`src/hw/rtl/jss_pkg.sv`:
```
// Package for the iterative linear solver: payload structs, opcodes,
// controller states and the command/status bundles. No dependencies.
package jss_pkg;

    localparam int MaxVarsDefault = 8;
    localparam int ValW = 32;

    typedef enum logic [1:0] {
        OP_LOAD_COEF = 2'd0,
        OP_LOAD_EST  = 2'd1,
        OP_SWEEP     = 2'd2,
        OP_NONE      = 2'd3
    } t_op;

    localparam logic CFG_METHOD = 1'b0;
    localparam logic CFG_COUNT  = 1'b1;

    typedef struct packed {
        logic [1:0]  operation;
        logic [2:0]  row_index;
        logic [3:0]  col_index;
        logic [31:0] value;
    } t_in_item;

    typedef struct packed {
        logic [2:0]  var_index;
        logic [31:0] estimate;
        logic        last;
        logic        zero_pivot_error;
    } t_out_item;

    typedef enum logic [2:0] {
        ST_IDLE,
        ST_ROW_INIT,
        ST_ROW_DIAG,
        ST_MAC,
        ST_MAC_WAIT,
        ST_DIV,
        ST_EMIT,
        ST_COMMIT
    } t_state;

    // controller -> datapath
    typedef struct packed {
        logic row_init;   // load acc with rhs, latch diag
        logic mac_issue;  // read coef/estimate for column
        logic mac_acc;    // accumulate registered product
        logic div_start;
        logic emit;
        logic emit_err;
        logic commit;     // copy fresh into current, current into previous
    } t_cmd;

    // datapath -> controller
    typedef struct packed {
        logic div_done;
        logic diag_zero;
    } t_status;

endpackage

```
`src/hw/rtl/jss_ctrl.sv`:
```
// Sweep controller: walks rows and columns, sequences MAC and divider.
// Depends on jss_pkg.
module jss_ctrl import jss_pkg::*; #(
    parameter int MAX_VARS = MaxVarsDefault
) (
    input  logic                          i_clk,
    input  logic                          i_rst_n,
    input  logic                          i_sweep,
    input  logic [$clog2(MAX_VARS+1)-1:0] i_n,
    input  t_status                       i_status,
    output t_cmd                          o_cmd,
    output logic [$clog2(MAX_VARS)-1:0]   o_row,
    output logic [$clog2(MAX_VARS)-1:0]   o_col,
    output logic                          o_busy
);
    localparam int IW = $clog2(MAX_VARS);
    localparam int NW = $clog2(MAX_VARS + 1);

    t_state r_state, n_state;
    logic [IW-1:0] r_row, n_row, r_col, n_col;
    logic [1:0] r_wait, n_wait;

    always_ff @(posedge i_clk) begin
        if (!i_rst_n) begin
            r_state <= ST_IDLE;
            r_row <= '0;
            r_col <= '0;
            r_wait <= '0;
        end else begin
            r_state <= n_state;
            r_row <= n_row;
            r_col <= n_col;
            r_wait <= n_wait;
        end
    end

    always_comb begin
        n_state = r_state;
        n_row = r_row;
        n_col = r_col;
        n_wait = r_wait;
        o_cmd = '0;
        case (r_state)
            ST_IDLE: begin
                if (i_sweep) begin
                    n_row = '0;
                    n_state = ST_ROW_INIT;
                end
            end
            ST_ROW_INIT: begin
                o_cmd.row_init = 1'b1;
                n_col = '0;
                n_state = ST_ROW_DIAG;
            end
            ST_ROW_DIAG: begin
                n_state = ST_MAC;
            end
            ST_MAC: begin
                o_cmd.mac_acc = 1'b1;
                o_cmd.mac_issue = (r_col != r_row);
                if (NW'(r_col) + NW'(1) == i_n) begin
                    n_wait = 2'd3;
                    n_state = ST_MAC_WAIT;
                end else begin
                    n_col = r_col + IW'(1);
                end
            end
            ST_MAC_WAIT: begin
                o_cmd.mac_acc = 1'b1;
                n_wait = r_wait - 2'd1;
                if (r_wait == 2'd1) begin
                    if (i_status.diag_zero) begin
                        n_state = ST_EMIT;
                    end else begin
                        n_state = ST_DIV;
                        o_cmd.div_start = 1'b1;
                    end
                end
            end
            ST_DIV: begin
                if (i_status.div_done) begin
                    n_state = ST_EMIT;
                end
            end
            ST_EMIT: begin
                o_cmd.emit = 1'b1;
                o_cmd.emit_err = i_status.diag_zero;
                if (i_status.diag_zero) begin
                    n_state = ST_IDLE;
                end else if (NW'(r_row) + NW'(1) == i_n) begin
                    n_state = ST_COMMIT;
                end else begin
                    n_row = r_row + IW'(1);
                    n_state = ST_ROW_INIT;
                end
            end
            ST_COMMIT: begin
                o_cmd.commit = 1'b1;
                n_state = ST_IDLE;
            end
            default: n_state = ST_IDLE;
        endcase
    end

    assign o_row = r_row;
    assign o_col = r_col;
    assign o_busy = (r_state != ST_IDLE);
endmodule

```
`config.mk`:
```
export PLATFORM = sky130hd
export DESIGN_NAME = jss_ctrl
export DESIGN_NICKNAME = d
export VERILOG_FILES = /design/src/hw/rtl/jss_pkg.sv /design/src/hw/rtl/jss_ctrl.sv
export SDC_FILE = /design/constraint.sdc
export NUM_CORES = 1
export LEC_CHECK = 0
export ABC_AREA = 0
export BUFFER_PORTS_ARGS = -buffer_cell sky130_fd_sc_hd__buf_2
export CAP_MARGIN = 20
export CORE_ASPECT_RATIO = 0.7
export CORE_MARGIN = 5
export CORE_UTILIZATION = 47
export DETAILED_ROUTE_END_ITERATION = 8
export GPL_ROUTABILITY_DRIVEN = 0
export PLACE_DENSITY = 0.85
export SYNTH_ARGS = -nofsm -noshare
export SYNTH_HDL_FRONTEND = slang
export SYNTH_SLANG_ARGS = --single-unit
```
`constraint.sdc`:
```
create_clock -name i_clk -period 2 [get_ports i_clk]
set_clock_uncertainty 0.15 [all_clocks]
set_input_delay 0.4 -clock i_clk [delete_from_list [all_inputs] [get_ports i_clk]]
set_output_delay 0.4 -clock i_clk [all_outputs]
set_load 0.01 [all_outputs]
```
======== Yosys cells after proc, flatten, opt, wreduce, memory -nomap -nowiden ========
Index checks and enable logic that the tools add are counted.
word-level totals
  bits of input ports ..................... 9
  flip-flop bits (word level) ............. 11
cells by class
  $add $sub $neg .......................... 5
  reduce and logical (&&, ||, !) cells .... 10
  muxes and demuxes ....................... 24
  equality and inequality tests ........... 18
operators with widths
  kind                                                                 count
  3-bit two-way mux                                                    10
  3-bit one-hot mux with 8 select lines                                1
  2-bit != test (second input constant)                                7
  3-bit == test (second input constant)                                4
  3-bit one-hot mux with 2 select lines                                2
  3-bit by 1-bit adder with 4-bit output (second input constant)       2
  4-bit == test                                                        2
  4-bit AND reduction                                                  2
  1-bit two-way mux                                                    7
  3-bit by 1-bit adder with 3-bit output (second input constant)       2
  3-bit by 2-bit == test with 1-bit output (second input constant)     2
  2-bit two-way mux                                                    3
  2-bit nonzero test                                                   3
  2-bit one-hot mux with 2 select lines                                1
  2-bit AND reduction                                                  2
  3-bit by 1-bit == test with 1-bit output (second input constant)     1
  3-bit logical NOT                                                    1
  3-bit != test                                                        1
  3-bit nonzero test                                                   1
  2-bit by 1-bit == test with 1-bit output (second input constant)     1
  2-bit OR reduction                                                   1
  2-bit by 1-bit subtractor with 2-bit output (second input constant)  1

======== Depth between registers and ports, before layout ========
Gate-level depths: netlist of run 1.
  word-level depth ........................ 5
  mapped depth ............................ 7
  depth with buffers taken out ............ 7

======== Worst setup path before layout of run 1 ========
OpenSTA, ideal clock, no wires.
  path type ............................... register to register
  start point ............................. register r_col[1] (netlist: o_col[1])
  end point ............................... register r_state[0]
  cell stages (with the launch flop) ...... 7
  data required time ...................... 1.728 ns
  buffers on the path ..................... 0
  arrival time ............................ 1.746 ns
  setup slack ............................. -0.018 ns
  cell sequence ........................... dfxtp_1 > ha_1 > xor2_1 > or3_1 > a21oi_2 > nor2_1 > o311a_1
on the way
  word-level cells in the longest chain between the ends .. 4
ends and longest elaborated chain
  item                                    RTL line        RTL
  from (decl)                             jss_ctrl.sv:20  logic [IW-1:0] r_row, n_row, r_col, n_col;
  from (signal assigned)                  jss_ctrl.sv:32  r_col <= n_col;
  3-bit by 1-bit adder with 4-bit output  jss_ctrl.sv:61  if (NW'(r_col) + NW'(1) == i_n) begin
  4-bit == test                           jss_ctrl.sv:61
  2-bit != test (no line)                 -
  4-bit AND reduction (no line)           -
  to (signal assigned)                    jss_ctrl.sv:30  r_state <= n_state;
  to (decl)                               jss_ctrl.sv:19  t_state r_state, n_state;
Every way passes these cells.
A chain may end at the register's enable or synchronous reset.

======== Worst setup path after layout of run 1 ========
  start point ............................. register r_row[0] (netlist: o_row[0])
  end point ............................... register r_row[1] (netlist: o_row[1])
on the way
  word-level cells in the longest chain between the ends .. 4
  elaborated cells between the ends (all ways) .. 8
  those cells by class .................... add/sub: 2; eq/ne: 2; mux: 3; reduce/logical: 1
ends and longest elaborated chain
  item                                                                                                     RTL line                        RTL
  from (decl)                                                                                              jss_ctrl.sv:20
  from (signal assigned)                                                                                   jss_ctrl.sv:31                  r_row <= n_row;
  3-bit by 1-bit adder with 4-bit output / 3-bit by 1-bit adder with 3-bit output (equally long branches)  jss_ctrl.sv:90, jss_ctrl.sv:93
  4-bit == test / 3-bit two-way mux (equally long branches)                                                jss_ctrl.sv:90                  end else if (NW'(r_row) + NW'(1) == i_n) begin
  2-bit != test (no line) / 3-bit two-way mux (equally long branches)                                      -
  4-bit AND reduction (no line) / 3-bit one-hot mux with 2 select lines (equally long branches)            -
Several ways; a longest one is shown, not always the timed one. The select of a mux whose other input is x is not followed.

==> results.txt, run 1 <==
Status: complete, but fails checks
Failing checks: negative setup slack
Cells after Synth: 122
Detailed placement HPWL: 1910 um
Total negative slack: -0.00878 ns
CTS tree: done
Multi-input gate area: 732 um^2
Num rows: 13
CTS Sinks: 11
Total clock buffers created by CTS: 3
Setup Viol. Count Final: 1
Fmax: 498 MHz
Via count: 977
DIE HEIGHT: 47.0 um
Synth area leaders: dfxtp_1 24%, nand2_1 6.1%, xnor2_1 5.7%
Final Hold Viols: 0
Routed len/inst: 15.7 um
Hold crit path type: flip-flop to flip-flop
Fraction of registers with async set/reset: 0%
Hold-fix buffers at CTS: 0
Total Wirelength: 2660 um
Number of synthesized flops with an enable pin: 0
Slowest stage cell on the critical path: or4b_4
Final worst slack: -0.00878 ns
WHS Path Cells: 2
Flops & latches, synth: 11
Critical path endpoint: o_row[1]$_SDFFE_PN0P_
Largest net degree at the start of global routing: 17
Gr usage total: 17.8%
Final min period: 2.01 ns
Clk_lat worst skew: 0.27 ns
Dpl cells: 164
Buffer type at the clock tree root: clkbuf_4
Die area: 2960 um^2
Core area: 1850 um^2
ANT cells: 0
Tightest Pin Transition: 0.619 ns
Starting density of the core: 49.6%
Remaining DRCs: 0
Register area share after synthesis: 23.9%
Critical Path End Type: flip-flop
Fillers: 157
Overall Power: 636 uW
Syn avg cell area: 7.54 um^2
Clk buf depth: 2
Crit. Startpoint: o_row[0]$_SDFFE_PN0P_
RSZ-0062 raised after global routing: yes
Die X: 62.9 um
Worst R2R End: o_row[1]$_SDFFE_PN0P_
Grt ovf: 0
FF-to-FF Start: o_row[0]$_SDFFE_PN0P_
Worst R2R Setup Slack: -0.009 ns
Normalized max-slew margin: 58.2%
Startpoint Class: flip-flop
Syn nets: 134
Reg2reg path depth: 6
CP Max Fanout: 2
H-tree depth: 1
Slowest cell delay on critical path: 0.56 ns
YS warnings: 0
Fin nets: 160
Yosys top cell area share: 23.9%
IO Pins: 23
Initial antenna violation count: 0
Peak VDD IR: 295 uV
Reg area: 229 um^2
Initial drt markers: 54
Tcrit/Tclk final: 100%
Critical Path AT: 2.02 ns
Worst-path clk slew: 0.08 ns
PortBufs: 22
Synth-to-Final Area Change: 31.7%
Share of cells above drive strength 1: 38.1%
Detail Route Antenna Nets: 0
Yosys top cell by area: dfxtp_1
Yosys cell types: 44
Power per Cell Area: 525 nW/um^2
Worst-path cell chain: ha_4 > xnor2_4 > or4b_4 > a211oi_4 > nor2_2 > mux2i_1
Synth Cell Area: 920 um^2
Global-route wire length before repair: 4010 um
Slew Viols, Final: 0
WS Path Type: flip-flop to flip-flop
Util after Layout: 65.3%
Vias in the first global route: 884
Static Leak: 0.487 nW
Fin Hold WS: 0.342 ns
Drt via density: 5.78
Critical Path RT: 2.01 ns
Max_cap viols: 0
Finished Layout Cells: 169
DRT Pass-1 Iters: 4
Most used DFF post-synth: dfxtp_1
==> area by class of cell <==
class	count	share of cell area (%)
clock buffer	4	2.17
inverter	4	1.24
multi-input combinational	97	60.4
sequential	11	18.9
tap	22	2.27
timing repair buffer	31	15.0
==> layout by cell type, fill, tap and decap left out, drive strengths merged, types with 4 or more instances in the layout <==
cell type / n
nor2: 9
dfxtp: 11
inv: 4
xnor2: 6
a31oi: 4
nand2: 15
and2: 4
a21oi: 6
o21ai: 4
buf: 31
nand3: 4
clkbuf: 4
==> worst min path at each step <==
stage,slack (ns),end,startpoint
after CTS,0.34,r_wait[0]$_SDFFE_PN0P_,r_wait[0]$_SDFFE_PN0P_
final,0.34,r_wait[0]$_SDFFE_PN0P_,r_wait[0]$_SDFFE_PN0P_
after floorplan,0.30,r_wait[0]$_SDFFE_PN0P_,r_wait[0]$_SDFFE_PN0P_
after detailed placement,0.33,r_wait[0]$_SDFFE_PN0P_,r_wait[0]$_SDFFE_PN0P_
after global placement,0.32,r_wait[0]$_SDFFE_PN0P_,r_wait[0]$_SDFFE_PN0P_
after global routing,0.35,r_wait[0]$_SDFFE_PN0P_,r_wait[0]$_SDFFE_PN0P_
==> power by group <==
part / leakage [nW] / total, mW / switching [mW] / internal, mW
clock network: 0.0150 / 0.157 / 0.0795 / 0.0773
registers: 0.0919 / 0.248 / 0.0180 / 0.230
logic: 0.380 / 0.231 / 0.133 / 0.0980
==> flip-flops by register name, indices dropped and copies added (netlist names) <==
signal and count:
r_wait 2, o_col 3, r_state 3, o_row 3
==> cells in the mapped netlist (2+ instances only) <==
library cell,instances
xor2_1,3
or3_1,3
o21ai_0,4
and2_1,4
a211oi_1,2
and3_1,2
nor3_1,2
nand3_1,4
inv_1,4
a21boi_0,2
a31oi_1,4
nor3b_1,2
dfxtp_1,11
clkbuf_1,7
nand4_1,3
ha_1,3
mux2i_1,2
nand2_1,15
buf_2,2
xnor2_1,6
a22o_1,2
nor2_1,9
a21oi_1,5
==> cell families after synthesis <==
family | share of synthesized area (%)
flip-flops | 23.9
buffers and inverters | 5.99
AND/OR/NAND/NOR | 29.7
AO/OA/AOI/OAI | 25.6
adder cells (fa/ha/maj) | 4.08
multiplexers | 2.18
XOR/XNOR | 8.57
==> critical path, delay by kind of cell, from the launching register on <==
| kind | cells | cell delay (ns) |
|---|---|---|
| adders and majority gates | 1 | 0.18 |
| AOI/OAI and AO/OA | 1 | 0.30 |
| muxes | 1 | 0.15 |
| DFF | 1 | 0.36 |
| xor gates and xnor gates | 1 | 0.12 |
| and+or+nand+nor | 2 | 0.64 |
==> stage by stage <==
| stage | worst slack (ns) | cell area [um^2] |
|---|---|---|
| after floorplan | 0.0175 | 923 |
| after detailed placement | -0.0295 | 1080 |
| after global placement | 0.0531 | 1080 |
| after global routing | -0.0373 | 1210 |
| after CTS | 0.0136 | 1110 |
| final | -0.00878 | 1210 |
==> what timing repair did <==
| action | 4_1_cts | 5_1_grt |
|---|---|---|
| setup buffers | 0 | 1 |
| resized for setup | 1 | 21 |
| endpoints found under the hold margin | 0 | 0 |
| endpoints found under the setup margin | 1 | 9 |
| pin swaps | 0 | 4 |
==> per-layer routing <==
layer	track usage (%)	routed length, um	vias to the layer above
li1	-	-	500
met1	23.6	1250	453
met2	28.6	1260	20
met3	3.11	119	4
met4	8.90	27	0
met5	0	0	-
Power figures use the tool's default switching activity.
==> inputs of run 2 (changes only) <==
- GPL_TIMING_DRIVEN: unset -> 0
==> run 2 against run 1 <==
The flow now finishes without violations. Die area unchanged. Core utilization is 1.7 points higher. Critical path type unchanged. Critical path depth unchanged.
==> results.txt, run 2 (synthesis results as in run 1) <==
WHS Path Cells: 2 (unchanged)
RSZ-0062 raised after global routing: yes (unchanged)
Critical Path End Type: flip-flop (unchanged)
CP Max Fanout: 6 (was 2)
Final Hold Viols: 0 (unchanged)
Gr usage total: 18.7% (was 17.8%)
Dpl cells: 164 (unchanged)
Clk buf depth: 2 (unchanged)
IO Pins: 23 (unchanged)
Total clock buffers created by CTS: 3 (unchanged)
Reg2reg path depth: 6 (unchanged)
Die X: 62.9 um (unchanged)
Detailed placement HPWL: 1940 um (was 1910 um)
Final min period: 1.99 ns (was 2.01 ns)
Starting density of the core: 49.6% (unchanged)
H-tree depth: 1 (unchanged)
CTS Sinks: 11 (unchanged)
Setup Viol. Count Final: 0 (was 1)
Total Wirelength: 2830 um (was 2660 um)
Die area: 2960 um^2 (unchanged)
Util after Layout: 67.0% (was 65.3%)
Hold crit path type: flip-flop to flip-flop (unchanged)
Total negative slack: 0 ns (was -0.00878 ns)
PortBufs: 20 (was 22)
DIE HEIGHT: 47.0 um (unchanged)
Share of cells above drive strength 1: 38.8% (was 38.1%)
Global-route wire length before repair: 4290 um (was 4010 um)
Core area: 1850 um^2 (unchanged)
Worst-path clk slew: 0.08 ns (about the same)
Synth-to-Final Area Change: 35.1% (was 31.7%)
WS Path Type: flip-flop to flip-flop (unchanged)
Critical Path RT: 2.07 ns (was 2.01 ns)
Startpoint Class: flip-flop (unchanged)
Fmax: 503 MHz (was 498 MHz)
Largest net degree at the start of global routing: 11 (was 17)
Most frequent cells in the layout: 21 x buf_2, 13 x nand2_1, 9 x buf_4 (was 22 x buf_2, 14 x nand2_1, 8 x buf_4)
Fin nets: 165 (was 160)
Finished Layout Cells: 174 (was 169)
Remaining DRCs: 0 (unchanged)
Tcrit/Tclk final: 99.5% (was 100%)
Initial antenna violation count: 0 (unchanged)
Slew Viols, Final: 0 (unchanged)
Drt via density: 6.08 (was 5.78)
Tightest Pin Transition: 0.642 ns (was 0.619 ns)
Static Leak: 0.499 nW (was 0.487 nW)
ANT cells: 0 (unchanged)
Buffer type at the clock tree root: clkbuf_4 (unchanged)
Vias in the first global route: 952 (was 884)
Peak VDD IR: 378 uV (was 295 uV)
Status: finished clean (was complete, but fails checks)
HP Start: r_wait[0]$_SDFFE_PN0P_ (unchanged)
Leading cell type in the layout, fill and taps excluded: buf_2 (unchanged)
Fillers: 154 (was 157)
Via count: 1058 (was 977)
Max_cap viols: 0 (unchanged)
Grt ovf: 0 (unchanged)
Power per Cell Area: 534 nW/um^2 (was 525 nW/um^2)
Crit. Startpoint: o_row[1]$_SDFFE_PN0P_ (was o_row[0]$_SDFFE_PN0P_)
Normalized max-slew margin: 56.6% (was 58.2%)
Clk_lat worst skew: 0.28 ns (was 0.27 ns)
DRT Pass-1 Iters: 4 (unchanged)
Num rows: 13 (unchanged)
CTS tree: done (unchanged)
Detail Route Antenna Nets: 0 (unchanged)
Critical Path AT: 2.06 ns (was 2.02 ns)
Routed len/inst: 16.3 um (was 15.7 um)
FF-to-FF Start: o_row[1]$_SDFFE_PN0P_ (was o_row[0]$_SDFFE_PN0P_)
Initial drt markers: 76 (was 54)
[run 2: cell count changes in the layout (fill, tap and decap cells not counted), sizes merged]
| cell | before | now |
|---|---|---|
| clkbuf | 4 | 8 |
| buf | 31 | 32 |
| clkinvlp | 0 | 1 |
| inv | 4 | 3 |
[run 2: timing repair]
action	in CTS	in global routing
hold buffers	0	0
endpoints found under the setup margin	14	12
pin swaps	2	4
setup buffers	3	5
gates resized for setup	15	20
[run 2: power breakdown]
group / leakage (nW) / internal (mW) / switching, mW
registers: 0.0924 / 0.229 / 0.0156
logic: 0.391 / 0.108 / 0.146
clock network: 0.0150 / 0.0774 / 0.0866
total: 0.499 / 0.415 / 0.248
[run 2: critical path, cell delays in order (launching register included)]
cell	delay, ns
dfxtp_2	0.37
ha_4	0.18
xnor2_2	0.14
or4b_4	0.53
a21o_1	0.22
o221ai_1	0.19
a22o_1	0.15
[run 2: layout make-up]
cell class / instances / area [um^2] / area share [%]
Buffer: 8 / 42.5 / 3.42
Clock buffer: 4 / 26.3 / 2.11
Inverter: 4 / 18.8 / 1.51
Multi-Input combinational cell: 97 / 729 / 58.7
Sequential cell: 11 / 234 / 18.8
Tap cell: 22 / 27.5 / 2.22
Timing Repair Buffer: 28 / 164 / 13.2
[run 2: per-layer routing]
metal	up-vias	track usage, %	share of wire (%)
li1	503	-	-
met1	495	22.8	45
met2	53	32.3	46
met3	7	6.22	8.0
met4	0	5.08	1.1
met5	-	0	0
[run 2: path summary, 6_finish.rpt]
kind	end	slack, ns
worst max-delay path	r_state[1]$_SDFFE_PN0P_	0.01
worst min-delay path	r_wait[0]$_SDFFE_PN0P_	0.34
worst max register to register	r_state[1]$_SDFFE_PN0P_	0.01
worst min register to register	r_wait[0]$_SDFFE_PN0P_	0.34
[run 2: metrics by stage]
stage / total power [mW] / hold slack (ns) / setup WS [ns] / instance area [um^2]
finish: 0.663 / 0.341 / 0.0108 / 1240
global route: 0.701 / 0.367 / -0.0203 / 1240
CTS: 0.607 / 0.344 / 0.00438 / 1140
detailed placement: 0.445 / 0.333 / -0.109 / 1050
global placement: 0.435 / 0.317 / -0.0527 / 1050
floorplan: 0.387 / 0.303 / 0.0175 / 923
==> inputs of run 3 (changes only) <==
- CORE_UTILIZATION: 47 -> 30
- CTS_CLUSTER_SIZE: unset -> 10
- PLACE_DENSITY: 0.85 -> 0.62
==> run 3 against run 2 <==
The run now ends with negative setup slack left. Critical path type unchanged. Clock-buffer cell count is the same. Worst setup slack lost 0.014 ns. Largest cell class unchanged. Cell area grew 2.7%. Hold slack lost 0.0014 ns. Final cell count grew 7.5%. Core utilization shrank 22 points.
==> results.txt, run 3 (synthesis results as in run 1) <==
Status: complete, but fails checks (was finished clean)
Failing checks: negative setup slack
Critical Path End Type: flip-flop (unchanged)
Total clock buffers created by CTS: 3 (unchanged)
Fmax: 499 MHz (was 503 MHz)
ANT cells: 0 (unchanged)
Total negative slack: -0.00357 ns (was 0 ns)
Total Wirelength: 2690 um (was 2830 um)
DIE HEIGHT: 56.3 um (was 47.0 um)
Reg2reg path depth: 6 (unchanged)
Hold-fix buffers at CTS: 0 (unchanged)
Core area: 2860 um^2 (was 1850 um^2)
Detail Route Antenna Nets: 0 (unchanged)
Placed instance area: 1070 um^2 (was 1050 um^2)
DRT Pass-1 Iters: 4 (unchanged)
Fin area: 1280 um^2 (was 1240 um^2)
Crit. Startpoint: o_row[0]$_SDFFE_PN0P_ (was o_row[1]$_SDFFE_PN0P_)
Static Leak: 0.504 nW (was 0.499 nW)
CP Max Fanout: 5 (was 6)
Synth-to-Final Area Change: 38.8% (was 35.1%)
Initial drt markers: 81 (was 76)
Setup Viol. Count Final: 1 (was 0)
Tightest Pin Transition: 0.559 ns (was 0.642 ns)
Clk buf depth: 2 (unchanged)
H-tree depth: 1 (unchanged)
CTS Sinks: 11 (unchanged)
Drt via density: 5.36 (was 6.08)
Overall Power: 683 uW (was 663 uW)
Num rows: 16 (was 13)
Leading cell type in the layout, fill and taps excluded: buf_2 (unchanged)
Hold crit path type: flip-flop to flip-flop (unchanged)
Final worst slack: -0.00357 ns (was 0.0108 ns)
Slew Viols, Final: 0 (unchanged)
RSZ-0062 raised after global routing: yes (unchanged)
Startpoint Class: flip-flop (unchanged)
Worst-path clk slew: 0.05 ns (was 0.08 ns)
WS Path Type: flip-flop to flip-flop (unchanged)
Peak VDD IR: 316 uV (was 378 uV)
Normalized max-slew margin: 62.3% (was 56.6%)
CTS tree: done (unchanged)
Final min period: 2.00 ns (was 1.99 ns)
Critical path endpoint: r_state[1]$_SDFFE_PN0P_ (unchanged)
Fin nets: 164 (was 165)
Most frequent cells in the layout: 23 x buf_2, 14 x nand2_1, 7 x nor2_1, 7 x buf_4, 6 x dfxtp_1 (was 21 x buf_2, 13 x nand2_1, 9 x buf_4)
Vias in the first global route: 932 (was 952)
Routed len/inst: 14.4 um (was 16.3 um)
Worst R2R Setup Slack: -0.004 ns (was 0.01 ns)
Clk_lat worst skew: 0.23 ns (was 0.28 ns)
PortBufs: 20 (unchanged)
Via count: 1002 (was 1058)
Grt ovf: 0 (unchanged)
Max_cap viols: 0 (unchanged)
IO Pins: 23 (unchanged)
Tcrit/Tclk final: 100% (was 99.5%)
Remaining DRCs: 0 (unchanged)
Global-route wire length before repair: 4430 um (was 4290 um)
Detailed placement HPWL: 2030 um (was 1940 um)
Worst R2R End: r_state[1]$_SDFFE_PN0P_ (unchanged)
Die X: 76.2 um (was 62.9 um)
Gr usage total: 12.6% (was 18.7%)
Starting density of the core: 32.1% (was 49.6%)
Post-place setup slack: -0.0968 ns (was -0.109 ns)
Share of cells above drive strength 1: 35.1% (was 38.8%)
FF-to-FF Start: o_row[0]$_SDFFE_PN0P_ (was o_row[1]$_SDFFE_PN0P_)
Initial antenna violation count: 0 (unchanged)
Buffer type at the clock tree root: clkbuf_8 (was clkbuf_4)
Largest net degree at the start of global routing: 11 (unchanged)
Power per Cell Area: 535 nW/um^2 (was 534 nW/um^2)
Die area: 4290 um^2 (was 2960 um^2)
Critical Path RT: 2.02 ns (was 2.07 ns)
Critical Path AT: 2.03 ns (was 2.06 ns)
Final Hold Viols: 0 (unchanged)
[run 3: cell types whose count changed in the layout (fill, tap and decap cells not counted), moves of 2 or more]
| cell | previous run | this run |
|---|---|---|
| clkbuf_8 | 0 | 3 |
| buf_2 | 21 | 23 |
| buf_4 | 9 | 7 |
| clkbuf_4 | 4 | 1 |
[run 3: report_power, final]
group | total [mW] | switching [mW] | internal (mW) | leakage, nW
Clock | 0.218 | 0.0781 | 0.140 | 0.0228
Combinational | 0.221 | 0.132 | 0.0898 | 0.389
Sequential | 0.244 | 0.0155 | 0.229 | 0.0927
[run 3: timing repair]
| action | in CTS | in global routing |
|---|---|---|
| gates resized for setup | 12 | 18 |
| pin swaps | 3 | 9 |
| buffers inserted | 1 | 6 |
| setup endpoints to repair | 12 | 15 |
[run 3: layout make-up]
class                      count  area (um^2)
inverter                       4         15.0
clock buffer                   4         45.0
multi-input combinational     97          744
fill                         297         1590
buffer                         8         37.5
sequential                    11          236
tap                           36         45.0
timing repair buffer          27          153
[run 3: per-layer routing]
metal	vias up	GRT usage [%]	part of all wire (%)
li1	504	-	-
met1	474	16.5	47
met2	22	20.5	49
met3	2	3.67	3.9
met4	0	2.99	0.71
met5	-	0	0
[run 3: worst min-delay path by stage]
| stage | startpoint | endpoint | depth (start not counted) |
|---|---|---|---|
| 6_report | r_wait[0]$_SDFFE_PN0P_ | r_wait[0]$_SDFFE_PN0P_ | 2 |
| 5_1_grt | r_wait[0]$_SDFFE_PN0P_ | r_wait[0]$_SDFFE_PN0P_ | 2 |
| 4_1_cts | r_wait[0]$_SDFFE_PN0P_ | r_wait[0]$_SDFFE_PN0P_ | 2 |
| 3_5_place_dp | r_wait[0]$_SDFFE_PN0P_ | r_wait[0]$_SDFFE_PN0P_ | 2 |
| 3_3_place_gp | r_wait[0]$_SDFFE_PN0P_ | r_wait[0]$_SDFFE_PN0P_ | 2 |
| 2_1_floorplan | r_wait[0]$_SDFFE_PN0P_ | r_wait[0]$_SDFFE_PN0P_ | 2 |
[run 3: through the flow]
step           cells  util [%]  hold WS [ns]
2_1_floorplan    122         -         0.303
6_report         187      44.6         0.339
4_1_cts          182      40.8         0.346
3_3_place_gp     178      37.3         0.315
3_5_place_dp     178      37.3         0.339
5_1_grt          187      44.6         0.379
[run 3: worst max-delay path, cell delays in order, from the launching register on]
cell and delay, ns:
dfxtp_4 0.36, ha_4 0.18, xnor2_4 0.12, or4b_4 0.55, a21o_1 0.24, o221ai_1 0.18
a22o_1 0.16
